[src/was_pkg.sv]
package was_pkg;

  localparam int DEF_ENTRIES = 8;

  // command codes
  localparam logic CMD_TICK = 1'b0;
  localparam logic CMD_PROG = 1'b1;

  // entry status codes
  localparam logic [1:0] ST_OFF     = 2'd0;
  localparam logic [1:0] ST_ARMED   = 2'd1;
  localparam logic [1:0] ST_RUNNING = 2'd2;

  // action codes
  localparam logic ACT_START = 1'b0;
  localparam logic ACT_END   = 1'b1;

  localparam logic [5:0] HALF_MINUTE = 6'd30;

  typedef enum logic [1:0] {
    S_IDLE,
    S_SCAN,
    S_DRAIN,
    S_FLUSH
  } state_t;

  typedef struct packed {
    logic [1:0] status;
    logic [4:0] start_hour;
    logic [5:0] start_minute;
    logic [4:0] end_hour;
    logic [5:0] end_minute;
    logic [6:0] weekdays;
  } entry_t;

  localparam int ENTRY_W = $bits(entry_t);

  typedef struct packed {
    logic tick_load;
    logic prog_wr;
    logic rd_en;
    logic flush;
  } ctrl_cmd_t;

  typedef struct packed {
    logic last_rd;
  } dp_stat_t;

endpackage

[src/weekday_alarm_scheduler.sv]
// Weekday alarm scheduler. Pulse start while busy is low to issue one
// transaction: cmd program writes one table entry in that cycle and busy
// stays low; cmd tick scans the table one entry per cycle through a simple
// dual-port table RAM and holds busy high through the scan, drain and flush
// states. Each fired action appears on strobe for exactly one cycle and must
// be taken then; there is no way to stall it. The final result of a tick,
// marked by last, arrives after the drain and flush states that follow
// the last read, so a tick with results ends no later than busy falls.
module weekday_alarm_scheduler #(
  parameter int ENTRIES = was_pkg::DEF_ENTRIES
) (
  input  logic       clk,
  input  logic       rst,
  input  logic       start,
  output logic       busy,
  input  logic       end_action_mask_we,
  input  logic [7:0] end_action_mask,
  input  logic       cmd,
  input  logic [2:0] entry,
  input  logic [4:0] start_hour,
  input  logic [5:0] start_minute,
  input  logic [4:0] end_hour,
  input  logic [5:0] end_minute,
  input  logic [6:0] weekday_mask,
  input  logic [1:0] set_status,
  input  logic [4:0] now_hour,
  input  logic [5:0] now_minute,
  input  logic [5:0] now_second,
  input  logic [2:0] now_weekday,
  output logic       strobe,
  output logic [2:0] entry_index,
  output logic       action,
  output logic [1:0] new_status,
  output logic       last
);

  import was_pkg::*;

  ctrl_cmd_t ctl;
  dp_stat_t  stat;

  was_ctrl u_ctrl (
    .clk  (clk),
    .rst  (rst),
    .start(start),
    .cmd  (cmd),
    .stat (stat),
    .busy (busy),
    .ctl  (ctl)
  );

  was_dp #(
    .ENTRIES(ENTRIES)
  ) u_dp (
    .clk               (clk),
    .rst               (rst),
    .ctl               (ctl),
    .stat              (stat),
    .end_action_mask_we(end_action_mask_we),
    .end_action_mask   (end_action_mask),
    .entry             (entry),
    .start_hour        (start_hour),
    .start_minute      (start_minute),
    .end_hour          (end_hour),
    .end_minute        (end_minute),
    .weekday_mask      (weekday_mask),
    .set_status        (set_status),
    .now_hour          (now_hour),
    .now_minute        (now_minute),
    .now_second        (now_second),
    .now_weekday       (now_weekday),
    .strobe            (strobe),
    .entry_index       (entry_index),
    .action            (action),
    .new_status        (new_status),
    .last              (last)
  );

endmodule

[src/was_ram.sv]
module was_ram #(
  parameter int WIDTH = 8,
  parameter int DEPTH = 8
) (
  input  logic                                        clk,
  input  logic                                        we,
  input  logic [((DEPTH > 1) ? $clog2(DEPTH) : 1)-1:0] waddr,
  input  logic [WIDTH-1:0]                            wdata,
  input  logic [((DEPTH > 1) ? $clog2(DEPTH) : 1)-1:0] raddr,
  output logic [WIDTH-1:0]                            rdata
);

  logic [WIDTH-1:0] mem [DEPTH];

  always_ff @(posedge clk) begin
    if (we) begin
      mem[waddr] <= wdata;
    end
    rdata <= mem[raddr];
  end

endmodule

[src/was_ctrl.sv]
module was_ctrl (
  input  logic               clk,
  input  logic               rst,
  input  logic               start,
  input  logic               cmd,
  input  was_pkg::dp_stat_t  stat,
  output logic               busy,
  output was_pkg::ctrl_cmd_t ctl
);

  import was_pkg::*;

  state_t state, state_next;

  always_ff @(posedge clk) begin
    if (rst) begin
      state <= S_IDLE;
    end else begin
      state <= state_next;
    end
  end

  always_comb begin
    state_next = state;
    case (state)
      S_IDLE: begin
        if (start && cmd == CMD_TICK) begin
          state_next = S_SCAN;
        end
      end
      S_SCAN: begin
        if (stat.last_rd) begin
          state_next = S_DRAIN;
        end
      end
      S_DRAIN: state_next = S_FLUSH;
      S_FLUSH: state_next = S_IDLE;
      default: state_next = S_IDLE;
    endcase
  end

  always_comb begin
    busy          = 1'b1;
    ctl.tick_load = 1'b0;
    ctl.prog_wr   = 1'b0;
    ctl.rd_en     = 1'b0;
    ctl.flush     = 1'b0;
    case (state)
      S_IDLE: begin
        busy          = 1'b0;
        ctl.tick_load = start && cmd == CMD_TICK;
        ctl.prog_wr   = start && cmd == CMD_PROG;
      end
      S_SCAN:  ctl.rd_en = 1'b1;
      S_DRAIN: ;
      S_FLUSH: ctl.flush = 1'b1;
      default: ;
    endcase
  end

endmodule

[src/was_dp.sv]
module was_dp #(
  parameter int ENTRIES = was_pkg::DEF_ENTRIES
) (
  input  logic               clk,
  input  logic               rst,
  input  was_pkg::ctrl_cmd_t ctl,
  output was_pkg::dp_stat_t  stat,
  input  logic               end_action_mask_we,
  input  logic [7:0]         end_action_mask,
  input  logic [2:0]         entry,
  input  logic [4:0]         start_hour,
  input  logic [5:0]         start_minute,
  input  logic [4:0]         end_hour,
  input  logic [5:0]         end_minute,
  input  logic [6:0]         weekday_mask,
  input  logic [1:0]         set_status,
  input  logic [4:0]         now_hour,
  input  logic [5:0]         now_minute,
  input  logic [5:0]         now_second,
  input  logic [2:0]         now_weekday,
  output logic               strobe,
  output logic [2:0]         entry_index,
  output logic               action,
  output logic [1:0]         new_status
  ,
  output logic               last
);

  import was_pkg::*;

  localparam int AW = (ENTRIES > 1) ? $clog2(ENTRIES) : 1;
  localparam int IW = (AW > 3) ? AW : 3;

  logic [7:0]         end_mask;
  logic [ENTRIES-1:0] vld;
  logic [AW-1:0]      cnt;
  logic               ev;
  logic [AW-1:0]      ev_idx;
  logic               ev_vld;
  logic [4:0]         hr;
  logic [5:0]         mn;
  logic [5:0]         sc;
  logic [2:0]         wd;

  logic               pend_vld;
  logic [2:0]         pend_idx;
  logic               pend_act;
  logic [1:0]         pend_st;

  entry_t             rdata;
  entry_t             prog_word;
  logic               ram_we;
  logic [AW-1:0]      ram_waddr;
  entry_t             ram_wdata;
  logic [AW-1:0]      prog_addr;
  logic               prog_ok;

  logic [IW-1:0]      ev_wide;
  logic               has_end;
  logic [6:0]         daybit;
  logic               day_ok;
  logic               at_start;
  logic               at_end;
  logic [1:0]         after_st;
  logic [1:0]         st1;
  logic               fire;
  logic               fire_act;
  logic               hit;

  always_ff @(posedge clk) begin
    if (rst) begin
      end_mask <= '0;
    end else if (end_action_mask_we) begin
      end_mask <= end_action_mask;
    end
  end

  assign prog_ok   = 7'(entry) < 7'(ENTRIES);
  assign prog_addr = AW'(entry);

  always_comb begin
    prog_word.status       = (set_status == 2'd3) ? ST_OFF : set_status;
    prog_word.start_hour   = start_hour;
    prog_word.start_minute = start_minute;
    prog_word.end_hour     = end_hour;
    prog_word.end_minute   = end_minute;
    prog_word.weekdays     = weekday_mask;
  end

  // entries never programmed since reset stay invalid, so they never fire
  always_ff @(posedge clk) begin
    if (rst) begin
      vld <= '0;
    end else if (ctl.prog_wr && prog_ok) begin
      vld[prog_addr] <= 1'b1;
    end
  end

  always_ff @(posedge clk) begin
    if (rst) begin
      ev <= 1'b0;
    end else begin
      ev <= ctl.rd_en;
    end
  end

  always_ff @(posedge clk) begin
    if (ctl.tick_load) begin
      cnt <= '0;
      hr  <= now_hour;
      mn  <= now_minute;
      sc  <= now_second;
      wd  <= now_weekday;
    end else if (ctl.rd_en) begin
      cnt <= cnt + AW'(1);
    end
    if (ctl.rd_en) begin
      ev_idx <= cnt;
      ev_vld <= vld[cnt];
    end
  end

  assign stat.last_rd = ctl.rd_en && cnt == AW'(ENTRIES - 1);

  // evaluate the entry read in the previous cycle
  always_comb begin
    ev_wide  = IW'(ev_idx);
    has_end  = (ev_wide >> 3) == '0 && end_mask[ev_wide[2:0]];
    daybit   = (wd < 3'd7) ? (7'd1 << wd) : 7'd0;
    day_ok   = (rdata.weekdays & daybit) != 7'd0 || rdata.weekdays == 7'd0;
    at_start = rdata.start_hour == hr && rdata.start_minute == mn;
    at_end   = rdata.end_hour == hr && rdata.end_minute == mn;
    after_st = (rdata.weekdays != 7'd0) ? ST_ARMED : ST_OFF;
    st1      = rdata.status;
    fire     = 1'b0;
    fire_act = ACT_START;
    if (st1 == ST_ARMED && day_ok && at_start && sc < HALF_MINUTE) begin
      st1  = ST_RUNNING;
      fire = 1'b1;
    end
    if (st1 == ST_RUNNING) begin
      if (has_end) begin
        if (at_end && sc > HALF_MINUTE) begin
          st1      = after_st;
          fire     = 1'b1;
          fire_act = ACT_END;
        end
      end else if (at_start && sc > HALF_MINUTE) begin
        st1 = after_st;
      end
    end
  end

  assign hit = ev && ev_vld && fire;

  always_comb begin
    ram_we    = 1'b0;
    ram_waddr = ev_idx;
    ram_wdata = rdata;
    if (ctl.prog_wr) begin
      ram_we    = prog_ok;
      ram_waddr = prog_addr;
      ram_wdata = prog_word;
    end else if (ev && ev_vld && st1 != rdata.status) begin
      ram_we           = 1'b1;
      ram_wdata.status = st1;
    end
  end

  was_ram #(
    .WIDTH(ENTRY_W),
    .DEPTH(ENTRIES)
  ) u_ram (
    .clk  (clk),
    .we   (ram_we),
    .waddr(ram_waddr),
    .wdata(ram_wdata),
    .raddr(cnt),
    .rdata(rdata)
  );

  // hold one result back so the final one of a tick can carry last
  always_ff @(posedge clk) begin
    if (rst) begin
      pend_vld <= 1'b0;
    end else if (ctl.tick_load || ctl.flush) begin
      pend_vld <= 1'b0;
    end else if (hit) begin
      pend_vld <= 1'b1;
    end
  end

  always_ff @(posedge clk) begin
    if (hit) begin
      pend_idx <= ev_wide[2:0];
      pend_act <= fire_act;
      pend_st  <= st1;
    end
  end

  always_ff @(posedge clk) begin
    if (rst) begin
      strobe <= 1'b0;
    end else begin
      strobe <= pend_vld && (hit || ctl.flush);
    end
  end

  always_ff @(posedge clk) begin
    entry_index <= pend_idx;
    action      <= pend_act;
    new_status  <= pend_st;
    last        <= ctl.flush;
  end

  a_no_wr_clash: assert property (@(posedge clk) disable iff (rst)
    !(ctl.prog_wr && ev))
    else $error("program write during scan");

  a_ev_follows_rd: assert property (@(posedge clk) disable iff (rst)
    ev |-> $past(ctl.rd_en))
    else $error("evaluation without a read");

  a_last_on_flush: assert property (@(posedge clk) disable iff (rst)
    strobe && last |-> $past(ctl.flush))
    else $error("last result outside flush");

  a_pend_clear: assert property (@(posedge clk) disable iff (rst)
    ctl.flush |=> !pend_vld)
    else $error("pending result survives flush");

endmodule

[config.mk]
export PLATFORM = sky130hd
export DESIGN_NAME = weekday_alarm_scheduler
export DESIGN_NICKNAME = d
export VERILOG_FILES = /design/src/was_pkg.sv /design/src/weekday_alarm_scheduler.sv /design/src/was_ram.sv /design/src/was_ctrl.sv /design/src/was_dp.sv
export SDC_FILE = /design/constraint.sdc
export NUM_CORES = 1
export LEC_CHECK = 0
export BUFFER_PORTS_ARGS = -buffer_cell sky130_fd_sc_hd__buf_2
export CORE_ASPECT_RATIO = 1.25
export CORE_MARGIN = 3
export CORE_UTILIZATION = 36
export CTS_BUF_LIST = sky130_fd_sc_hd__clkbuf_4 sky130_fd_sc_hd__clkbuf_8
export DETAILED_ROUTE_END_ITERATION = 16
export PLACE_DENSITY_LB_ADDON = 0.2
export SYNTH_ARGS = -nofsm -noshare
export SYNTH_HDL_FRONTEND = slang
export SYNTH_SLANG_ARGS = --single-unit
export TNS_END_PERCENT = 20
[constraint.sdc]
create_clock -name clk -period 7.1 [get_ports clk]
set_input_delay 0.355 -clock clk [delete_from_list [all_inputs] [get_ports clk]]
set_output_delay 0.355 -clock clk [all_outputs]
set_load 0.05 [all_outputs]
==> results.py, run 1 <==
metrics = {
    "outcome": {
        "status": "completed",
    },
    "finish": {
        "num-fill-cells": 3180,
        "seq_area_um2": 9594,
        "nets": 867,
        "multi_input_area_um2": 3282,
        "diodes": 0,
        "drive_gt1_share_pct": 37.86,
        "syn_to_final_growth_pct": 17.88,
    },
    "hold_path": {
        "hp-class": "in -> reg",
        "min_from": "end_action_mask[1]",
    },
    "placement": {
        "dp_hpwl_um": 16500,
        "portBuffers": 75,
        "globalplace.congestion": 0.7608,
    },
    "cts": {
        "cts_tree": "done",
        "path_clk_slew_ns": 0.06,
        "cts_buffer_depth": 3,
        "root_buffer": "clkbuf_8",
        "htree_levels": 2,
        "cts_made_buffers": 51,
        "clock_sinks": 340,
        "clock_latency_ns": 0.59,
        "cts-resized-gates": 0,
    },
    "worst_setup_path": {
        "arrival_ns": 3.68,
        "worstPathRequired_ns": 7.31,
        "cp-end-kind": "flop",
        "r2r_start": "u_ctrl.state[0]",
        "critical_path_class": "reg -> reg",
        "cp-start-kind": "flop",
        "startpoint": "u_ctrl.state[0]",
        "crit_fanout": 44,
    },
    "logic_synthesis": {
        "netlist_instances": 653,
        "synth_cell_types": 37,
        "yosys_warnings": 0,
        "seq_area_frac_synth_pct": 74.09,
        "syn-num-nets": 726,
        "synth_area_per_cell_um2": 19.82,
        "ys_ff_latch": 340,
        "syn_area_um2": 12940,
    },
    "global_routing": {
        "grt_max_degree": 68,
        "grt_use_met1_pct": 18.13,
        "met3_usage_pct": 3.083,
        "grt_antenna_before_repair": 0,
        "grtUsageTotal_pct": 14.86,
        "first_global_vias": 7215,
        "grt-ovfl-total": 0,
        "grt_pass1_wl_um": 42530,
        "top_usage_layer": "met2",
        "gr-usage-met2_pct": 26.21,
    },
    "power_and_ir_drop": {
        "finalPower_w": 0.005693,
        "vdd_ir_drop_max_v": 0.0001635,
        "power.leakage_nw": 5.103,
        "power.density_nw_per_um2": 373.2,
    },
    "floorplanning": {
        "io_pins": 76,
        "die_w_um": 175.6,
        "rows": 77,
        "core_area_um2": 35450,
        "initial_core_util_pct": 36.50,
        "fp.dieArea_um2": 38280,
        "dieHeight_um": 218.0,
    },
    "flow_run": {
        "cap_violations": 0,
    },
    "timing": {
        "relSlewSlack_pct": 29.76,
        "timing.fmax_mhz": 287.6,
        "fin_skew_ns": 0.02403,
        "final-setup-viol-count": 0,
        "worstMarginPinSlew_ns": 1.054,
        "fin_crit_ns": 3.477,
        "hold_violations": 0,
        "drv_slew": 0,
        "rsz0062_at_grt": "no",
        "period_share_pct": 48.97,
        "fin_setup_tns_ns": 0,
    },
    "drt": {
        "routedWlPerCell_um": 21.56,
        "drcViolationCount": 0,
        "drtAntennaViolNets": 0,
        "wirelength_um": 28150,
        "num_vias": 6448,
        "vias_per_cell": 4.937,
        "first_iter_violations": 363,
        "first_pass_iters": 6,
    },
}
==> per-layer routing <==
metal	wire length, um	up-vias
met3	1353	46
li1	-	2907
met5	0	-
met1	11670	3324
met4	605	0
met2	14520	171
==> flip-flops by register name, indices dropped and copies added (netlist names), 2 cells and up <==
signal / cells
u_dp.cnt: 3
u_dp.ev_idx: 3
u_dp.entry_index: 3
u_dp.end_mask: 8
u_dp.new_status: 2
u_dp.mn: 6
u_dp.pend_st: 2
u_dp.sc: 6
u_dp.vld: 8
u_dp.wd: 3
u_dp.hr: 5
u_dp.u_ram.rdata: 31
u_dp.u_ram.mem: 248
u_dp.pend_idx: 3
u_ctrl.state: 2
==> Yosys cell counts (all sizes together) <==
cell type / instances / share of area (%)
nor3b: 5 / 0.29
inv: 7 / 0.20
o211a: 2 / 0.21
mux2i: 14 / 1.1
a31oi: 4 / 0.19
nand2: 6 / 0.17
buf: 6 / 0.22
o21a: 2 / 0.12
nand2b: 3 / 0.15
dfxtp: 62 / 9.6
and4: 2 / 0.14
or4: 1 / 0.058
nor2b: 5 / 0.24
nand4: 5 / 0.24
or2: 1 / 0.048
o21ai: 5 / 0.19
o22ai: 1 / 0.048
edfxtp: 278 / 65
nor3: 7 / 0.27
and3: 1 / 0.048
a21oi: 11 / 0.43
nor4: 3 / 0.15
clkbuf: 19 / 0.55
ha: 6 / 0.58
a21o: 1 / 0.058
and2: 2 / 0.097
nand3: 6 / 0.23
and2b: 1 / 0.058
nor2: 32 / 0.93
a22oi: 1 / 0.097
mux2: 63 / 5.5
o211ai: 1 / 0.058
mux4: 67 / 12
xnor2: 23 / 1.6
==> through the flow <==
| stage | instance area, um2 | hold slack (ns) | std cells | utilization [%] | worst slack (ns) |
|---|---|---|---|---|---|
| after floorplan | 12940 | 0.3233 | 653 | - | 2.616 |
| after global placement | 13970 | 0.3293 | 1190 | 39.40 | 3.798 |
| after detailed placement | 13970 | 0.3269 | 1190 | 39.40 | 3.605 |
| after CTS | 15260 | 0.004335 | 1306 | 43.03 | 3.582 |
| after global routing | 15260 | 0.02967 | 1306 | 43.03 | 3.378 |
| final | 15260 | 0.04204 | 1306 | 43.03 | 3.623 |
==> repair_timing <==
item                                   4_1_cts  5_1_grt
setup buffers                                0        0
endpoints found under the hold margin       25        0
hold buffers                                25        0
==> worst paths after layout <==
check | end | slack [ns] | cells past startpoint
worst max register to register | u_dp.u_ram.mem[1][16] | 3.62 | 9
worst min register to register | u_dp.entry_index[0] | 0.33 | 0
worst min-delay path | u_dp.end_mask[1] | 0.04 | 3
worst max-delay path | u_dp.u_ram.mem[1][16] | 3.62 | 9
==> cell type report <==
class                           instances  area share, %
Clock buffer                           74          5.856
Tap cell                              474          3.887
Inverter                                7         0.1722
Clock inverter                         17         0.9432
Multi-Input combinational cell        281          21.51
Timing Repair Buffer                  113          4.740
Sequential cell                       340          62.89
==> power by group <==
group	switching [W]	internal [W]	leakage, nW
clock network	0.000724	0.000883	0.551
registers	0.000176	0.00264	3.04
logic	0.000677	0.000598	1.52
total	0.00158	0.00412	5.10
==> worst max-delay path, cell delays in order (launching register included) <==
cell and delay [ns]:
dfxtp_1 0.39, inv_1 0.09, ha_1 0.27, nand3_2 0.10
buf_4 0.53, nor2_1 0.21, a21oi_1 0.63, nand2_1 0.20
nor2_4 0.12, buf_4 0.50
==> cell families after synthesis <==
logic type	count (synthesis)	synth area share, %
multiplexers	144	18.28
flip-flops	340	74.09
adder cells (fa/ha/maj)	6	0.5800
XOR/XNOR	23	1.556
buffers and inverters	32	0.9764
AO/OA/AOI/OAI	28	1.402
AND/OR/NAND/NOR	80	3.113
==> cells in the final DEF (no fill, tap or decap), types with 3 or more instances in the layout <==
cell type        n
dfxtp_1         60
inv_1            7
edfxtp_1       278
nand4_1          5
a21oi_1         11
clkbuf_4        20
buf_4           13
nand2b_1         3
nor2_1          28
nand2_1          6
clkbuf_8        54
a31oi_1          4
nor3b_2          3
clkinv_1         7
nor2b_1          5
nor2_4           3
mux2_2          63
buf_2           75
o21ai_0          5
dlygate4sd3_1   25
clkinv_2         5
xnor2_1         23
ha_1             6
mux4_2          65
nor4_1           3
nor3_1           5
mux2i_1         14
nand3_1          5
Power figures use the tool's default switching activity.
==> inputs of run 2 (changes only) <==
==> constraint.sdc (replaced) <==
create_clock -name clk -period 2.8 [get_ports clk]
set_input_delay 0.14 -clock clk [delete_from_list [all_inputs] [get_ports clk]]
set_output_delay 0.14 -clock clk [all_outputs]
set_load 0.05 [all_outputs]
==> run 2 against run 1 <==
  * Fmax grew 29%
  * Clock skew grew 0.00092 ns
  * Routed wire length grew 3.5%
  * Critical endpoint is now u_dp.u_ram.mem[7][23]
  * Worst hold slack gained 0.0050 ns
==> results.py, run 2 (synthesized netlist as in run 1, its figures left out) <==
metrics = {
    "placement": {
        "post_dp_cell_area_um2": 14290,
        "pre_cts_slack_ns": -0.05996,
        "globalplace.congestion": 0.7782,
        "dp_hpwl_um": 18380,
        "portBuffers": 75,
    },
    "drt": {
        "vias_per_cell": 4.885,
        "drtAntennaViolNets": 0,
        "wirelength_um": 29130,
        "first_pass_iters": 4,
        "routedWlPerCell_um": 21.05,
        "num_vias": 6761,
        "drcViolationCount": 0,
        "first_iter_violations": 349,
    },
    "cts": {
        "post_cts_buffers": 0,
        "clock_latency_ns": 0.58,
        "path_clk_slew_ns": 0.06,
        "cts_tree": "done",
        "cts_buffer_depth": 3,
        "cts_made_buffers": 52,
        "root_buffer": "clkbuf_8",
        "clock_sinks": 340,
        "htree_levels": 2,
    },
    "worst_setup_path": {
        "critical_path_class": "reg -> reg",
        "path_depth": 7,
        "cp-endpoint": "u_dp.u_ram.mem[7][23]",
        "cp_top_family": "multiplexers",
        "crit_fanout": 24,
        "worstPathRequired_ns": 3.06,
        "slowest_delay_ns": 0.54,
        "cp_slowest_cell": "mux4_2",
        "cp_cell_sequence": "mux4_2, mux2i_2, and2_1, a22oi_2, o211a_4, nor3_4, buf_12",
        "r2r_cells": 7,
        "cp-start-kind": "flop",
        "worstReg2RegEnd": "u_dp.u_ram.mem[7][23]",
        "r2r_setup_slack_ns": 0.11,
        "cp-end-kind": "flop",
        "startpoint": "u_dp.ev_idx[0]",
        "arrival_ns": 2.95,
        "r2r_start": "u_dp.ev_idx[0]",
        "path_buf_inv": 1,
    },
    "finish": {
        "largest-register": "u_dp.u_ram.mem",
        "finalCoreUtilization_pct": 45.65,
        "design_area_um2": 16180,
        "largest_reg_flops": 248,
        "syn_to_final_growth_pct": 25.05,
        "diodes": 0,
        "drive_gt1_share_pct": 38.24,
        "most-common-layout-cells": "278 x edfxtp_1, 78 x dlygate4sd3_1, 75 x buf_2",
        "top_regs": "u_dp.u_ram.mem (248), u_dp.u_ram.rdata (31)",
        "nets": 940,
        "final_common_cell": "edfxtp_1",
    },
    "timing": {
        "fin_crit_ns": 2.691,
        "setup_ws_ns": 0.1091,
        "fin_skew_ns": 0.02495,
        "hold_violations": 0,
        "period_share_pct": 96.10,
        "worstMarginPinSlew_ns": 0.7768,
        "rsz0062_at_grt": "no",
        "timing.fmax_mhz": 371.6,
        "relSlewSlack_pct": 47.67,
        "drv_slew": 0,
        "final-setup-viol-count": 0,
    },
    "global_routing": {
        "grt_max_degree": 50,
        "grt-ovfl-total": 0,
        "grt_pass1_wl_um": 44660,
        "first_global_vias": 7551,
        "grtUsageTotal_pct": 15.51,
        "grt_antenna_before_repair": 0,
    },
    "power_and_ir_drop": {
        "power.density_nw_per_um2": 917.3,
        "vdd_ir_drop_max_v": 0.0004222,
        "power.leakage_nw": 5.520,
    },
    "floorplanning": {
        "dieHeight_um": 218.0,
        "die_w_um": 175.6,
        "rows": 77,
        "fp.dieArea_um2": 38280,
        "core_area_um2": 35450,
        "io_pins": 76,
        "initial_core_util_pct": 36.50,
    },
    "outcome": {
        "status": "completed",
    },
    "flow_run": {
        "cap_violations": 0,
    },
    "hold_path": {
        "hp-class": "in -> reg",
        "holdPathStages": 2,
    },
}
run 2: repair_timing:
action	4_1_cts	5_1_grt
resized for setup	1	4
hold endpoints to repair	245	0
pin swaps	0	1
hold buffers	78	0
setup endpoints to repair	154	149
run 2: cell type report:
type | count | area [um2]
Fill cell | 3079 | 19270
Sequential cell | 340 | 9594
Multi-Input combinational cell | 281 | 3336
Timing Repair Buffer | 185 | 1546
Clock buffer | 81 | 983.4
Tap cell | 474 | 593.1
Clock inverter | 16 | 105.1
Inverter | 7 | 26.28
run 2: how the worst min path moves through the flow:
| stage | to | startpoint | slack (ns) |
|---|---|---|---|
| global route | u_dp.u_ram.mem[3][8] | end_minute[1] | 0.03 |
| finish | u_dp.u_ram.mem[6][8] | end_minute[1] | 0.05 |
| CTS | u_dp.u_ram.mem[6][8] | end_minute[1] | 0.01 |
| detailed placement | u_dp.wd[0] | now_weekday[0] | 0.32 |
| floorplan | u_dp.hr[0] | now_hour[0] | 0.24 |
| global placement | u_dp.wd[1] | now_weekday[1] | 0.32 |
run 2: routing by layer:
layer | GRT usage (%) | vias to the layer above | share of wire [%]
met1 | 18.14 | 3496 | 40
li1 | - | 3050 | -
met3 | 2.821 | 57 | 3.8
met2 | 28.17 | 158 | 53
met5 | 0 | - | 0
met4 | 6.073 | 0 | 3.3
run 2: per-stage QoR:
stage,total power (W),instances,hold slack (ns),setup TNS [ns]
detailed placement,0.01075,1209,0.3184,-6.433
global route,0.01563,1384,0.03380,0
finish,0.01485,1384,0.04708,0
global placement,0.01063,1209,0.3159,0
CTS,0.01506,1384,0.01249,0
floorplan,0.009497,653,0.2389,-36.49
run 2: report_power, final:
group | switching, W | internal, W
Combinational | 0.00177 | 0.00173
Sequential | 0.000505 | 0.00668
Clock | 0.00183 | 0.00233
==> inputs of run 3 (changes only) <==
==> constraint.sdc (replaced) <==
create_clock -name clk -period 2.9 [get_ports clk]
set_input_delay 0.145 -clock clk [delete_from_list [all_inputs] [get_ports clk]]
set_output_delay 0.145 -clock clk [all_outputs]
set_load 0.05 [all_outputs]
==> run 3 against run 2 <==
  * Critical path depth unchanged
  * Via count is 0.49% lower
  * Register-to-register slack better by 0.08 ns
  * Worst hold slack got worse by 0.017 ns
  * Critical endpoint is now u_dp.u_ram.mem[0][23]
  * Largest power group unchanged
==> results.py, run 3 (synthesized netlist as in run 1, its figures left out) <==
metrics = {
    "global_routing": {
        "grt_antenna_before_repair": 1,
        "grtUsageTotal_pct": 15.50,
        "grt_pass1_wl_um": 44500,
        "grt_max_degree": 32,
        "grt-ovfl-total": 0,
        "first_global_vias": 7431,
    },
    "floorplanning": {
        "rows": 77,
        "initial_core_util_pct": 36.50,
        "fp.dieArea_um2": 38280,
        "core_area_um2": 35450,
        "io_pins": 76,
        "die_w_um": 175.6,
        "dieHeight_um": 218.0,
    },
    "placement": {
        "portBuffers": 75,
        "globalplace.congestion": 0.8089,
        "post_dp_cell_area_um2": 14280,
        "dp_hpwl_um": 18500,
        "pre_cts_slack_ns": -0.09531,
        "dp.cells": 1206,
    },
    "finish": {
        "largest-register": "u_dp.u_ram.mem",
        "finalCoreUtilization_pct": 46.04,
        "design_area_um2": 16320,
        "nets": 939,
        "top_regs": "u_dp.u_ram.mem (248), u_dp.u_ram.rdata (31)",
        "final_common_cell": "edfxtp_1",
        "fin_cells": 1386,
        "num-fill-cells": 3057,
        "drive_gt1_share_pct": 38.31,
        "most-common-layout-cells": "278 x edfxtp_1, 79 x dlygate4sd3_1, 75 x buf_2",
        "syn_to_final_growth_pct": 26.13,
        "largest_reg_flops": 248,
    },
    "worst_setup_path": {
        "worstPathRequired_ns": 3.20,
        "r2r_start": "u_dp.ev_idx[0]",
        "r2r_setup_slack_ns": 0.19,
        "worstReg2RegEnd": "u_dp.u_ram.mem[0][23]",
        "arrival_ns": 3.01,
        "cp-start-kind": "flop",
        "crit_fanout": 16,
        "cp-end-kind": "flop",
        "critical_path_class": "reg -> reg",
        "r2r_cells": 7,
    },
    "cts": {
        "clock_sinks": 340,
        "cts_tree": "done",
        "cts_made_buffers": 53,
        "root_buffer": "clkbuf_8",
        "htree_levels": 2,
        "clock_latency_ns": 0.60,
        "path_clk_slew_ns": 0.06,
        "cts_buffer_depth": 3,
    },
    "timing": {
        "drv_slew": 0,
        "worstMarginPinSlew_ns": 0.9270,
        "setup_ws_ns": 0.1874,
        "final-setup-viol-count": 0,
        "relSlewSlack_pct": 37.55,
        "fin_crit_ns": 2.713,
        "rsz0062_at_grt": "no",
        "timing.fmax_mhz": 368.7,
        "hold_violations": 0,
        "period_share_pct": 93.54,
        "fin_skew_ns": 0.01583,
    },
    "power_and_ir_drop": {
        "power.leakage_nw": 5.576,
        "power_frac_comb_pct": 22.5,
        "power.switching_w": 0.004052,
        "finalPower_w": 0.01476,
        "p_sw_share_pct": 27.46,
        "power.density_nw_per_um2": 904.0,
        "vdd_ir_drop_max_v": 0.0003311,
        "p_clk_share_pct": 30.2,
        "seqPwrFrac_pct": 47.2,
        "internal_power_w": 0.01071,
    },
    "drt": {
        "vias_per_cell": 4.854,
        "first_iter_violations": 367,
        "wirelength_um": 29070,
        "routedWlPerCell_um": 20.97,
        "first_pass_iters": 5,
        "drcViolationCount": 0,
        "drtAntennaViolNets": 0,
        "num_vias": 6728,
    },
    "outcome": {
        "status": "completed",
    },
    "flow_run": {
        "cap_violations": 0,
    },
    "hold_path": {
        "holdPathStages": 2,
        "min_from": "weekday_mask[3]",
        "hp-class": "in -> reg",
        "min_to": "u_dp.u_ram.mem[6][3]",
    },
}
-- run 3: cell types whose count changed in the layout (fill, tap and decap cells not counted), moves of 2 or more --
| cell | before | now |
|---|---|---|
| clkbuf_4 | 21 | 10 |
| clkbuf_8 | 60 | 68 |
| buf_4 | 20 | 16 |
| bufinv_16 | 1 | 4 |
| clkinv_2 | 9 | 11 |
| clkinvlp_4 | 0 | 2 |
-- run 3: power groups by stage --
stage / clock network [W] / registers [W] / logic (W)
final: 0.00446 / 0.00697 / 0.00332
after global routing: 0.00481 / 0.00705 / 0.00364
after CTS: 0.00459 / 0.00698 / 0.00340
after detailed placement: 0 / 0.00708 / 0.00329
after global placement: 0 / 0.00705 / 0.00319
after floorplan: 0 / 0.00675 / 0.00242
-- run 3: stage by stage --
step	setup TNS (ns)	hold slack (ns)
5_1_grt	0	0.0006907
4_1_cts	0	0.001016
6_report	0	0.03020
3_5_place_dp	-11.14	0.3243
2_1_floorplan	-11.69	0.2439
3_3_place_gp	0	0.3240
-- run 3: critical path, stage by stage (launching register included) --
cell      delay [ns]
edfxtp_1        0.41
mux4_2          0.52
mux2i_1         0.27
and2_1          0.22
a22oi_2         0.08
o211a_4         0.34
nor3b_4         0.35
buf_12          0.21
-- run 3: area by class of cell --
type,instances,area (um2),area share (%)
inverter,7,26.28,0.1610
sequential,340,9594,58.77
timing repair buffer,183,1546,9.473
antenna,1,2.502,0.01533
tap,474,593.1,3.633
clock inverter,22,216.5,1.326
multi-input combinational,281,3334,20.43
clock buffer,78,1011,6.193
-- run 3: worst max path at each step --
stage | start | endpoint | slack, ns | cells after the start
floorplan | u_dp.ev_idx[0] | u_dp.u_ram.mem[0][0] | -0.08 | 6
global placement | u_dp.u_ram.rdata[3] | u_dp.u_ram.mem[2][22] | 0.03 | 7
detailed placement | u_dp.u_ram.rdata[3] | u_dp.u_ram.mem[0][5] | -0.1 | 7
CTS | u_dp.u_ram.rdata[3] | u_dp.u_ram.mem[0][16] | 0.13 | 7
global route | u_ctrl.state[1] | u_dp.vld[5] | 0.04 | 9
finish | u_dp.ev_idx[0] | u_dp.u_ram.mem[0][23] | 0.19 | 7
-- run 3: routing by layer --
layer | part of all wire (%) | global-route usage, % | vias to the layer above
li1 | - | - | 3056
met3 | 4.3 | 2.804 | 40
met5 | 0 | 0 | -
met4 | 1.8 | 4.780 | 0
met1 | 41 | 18.85 | 3470
met2 | 53 | 28.00 | 162
-- run 3: timing repair --
item,4_1_cts,5_1_grt
setup endpoints to repair,171,161
hold buffers,79,0
gates resized for setup,1,5
setup buffers,0,0
endpoints found under the hold margin,259,0
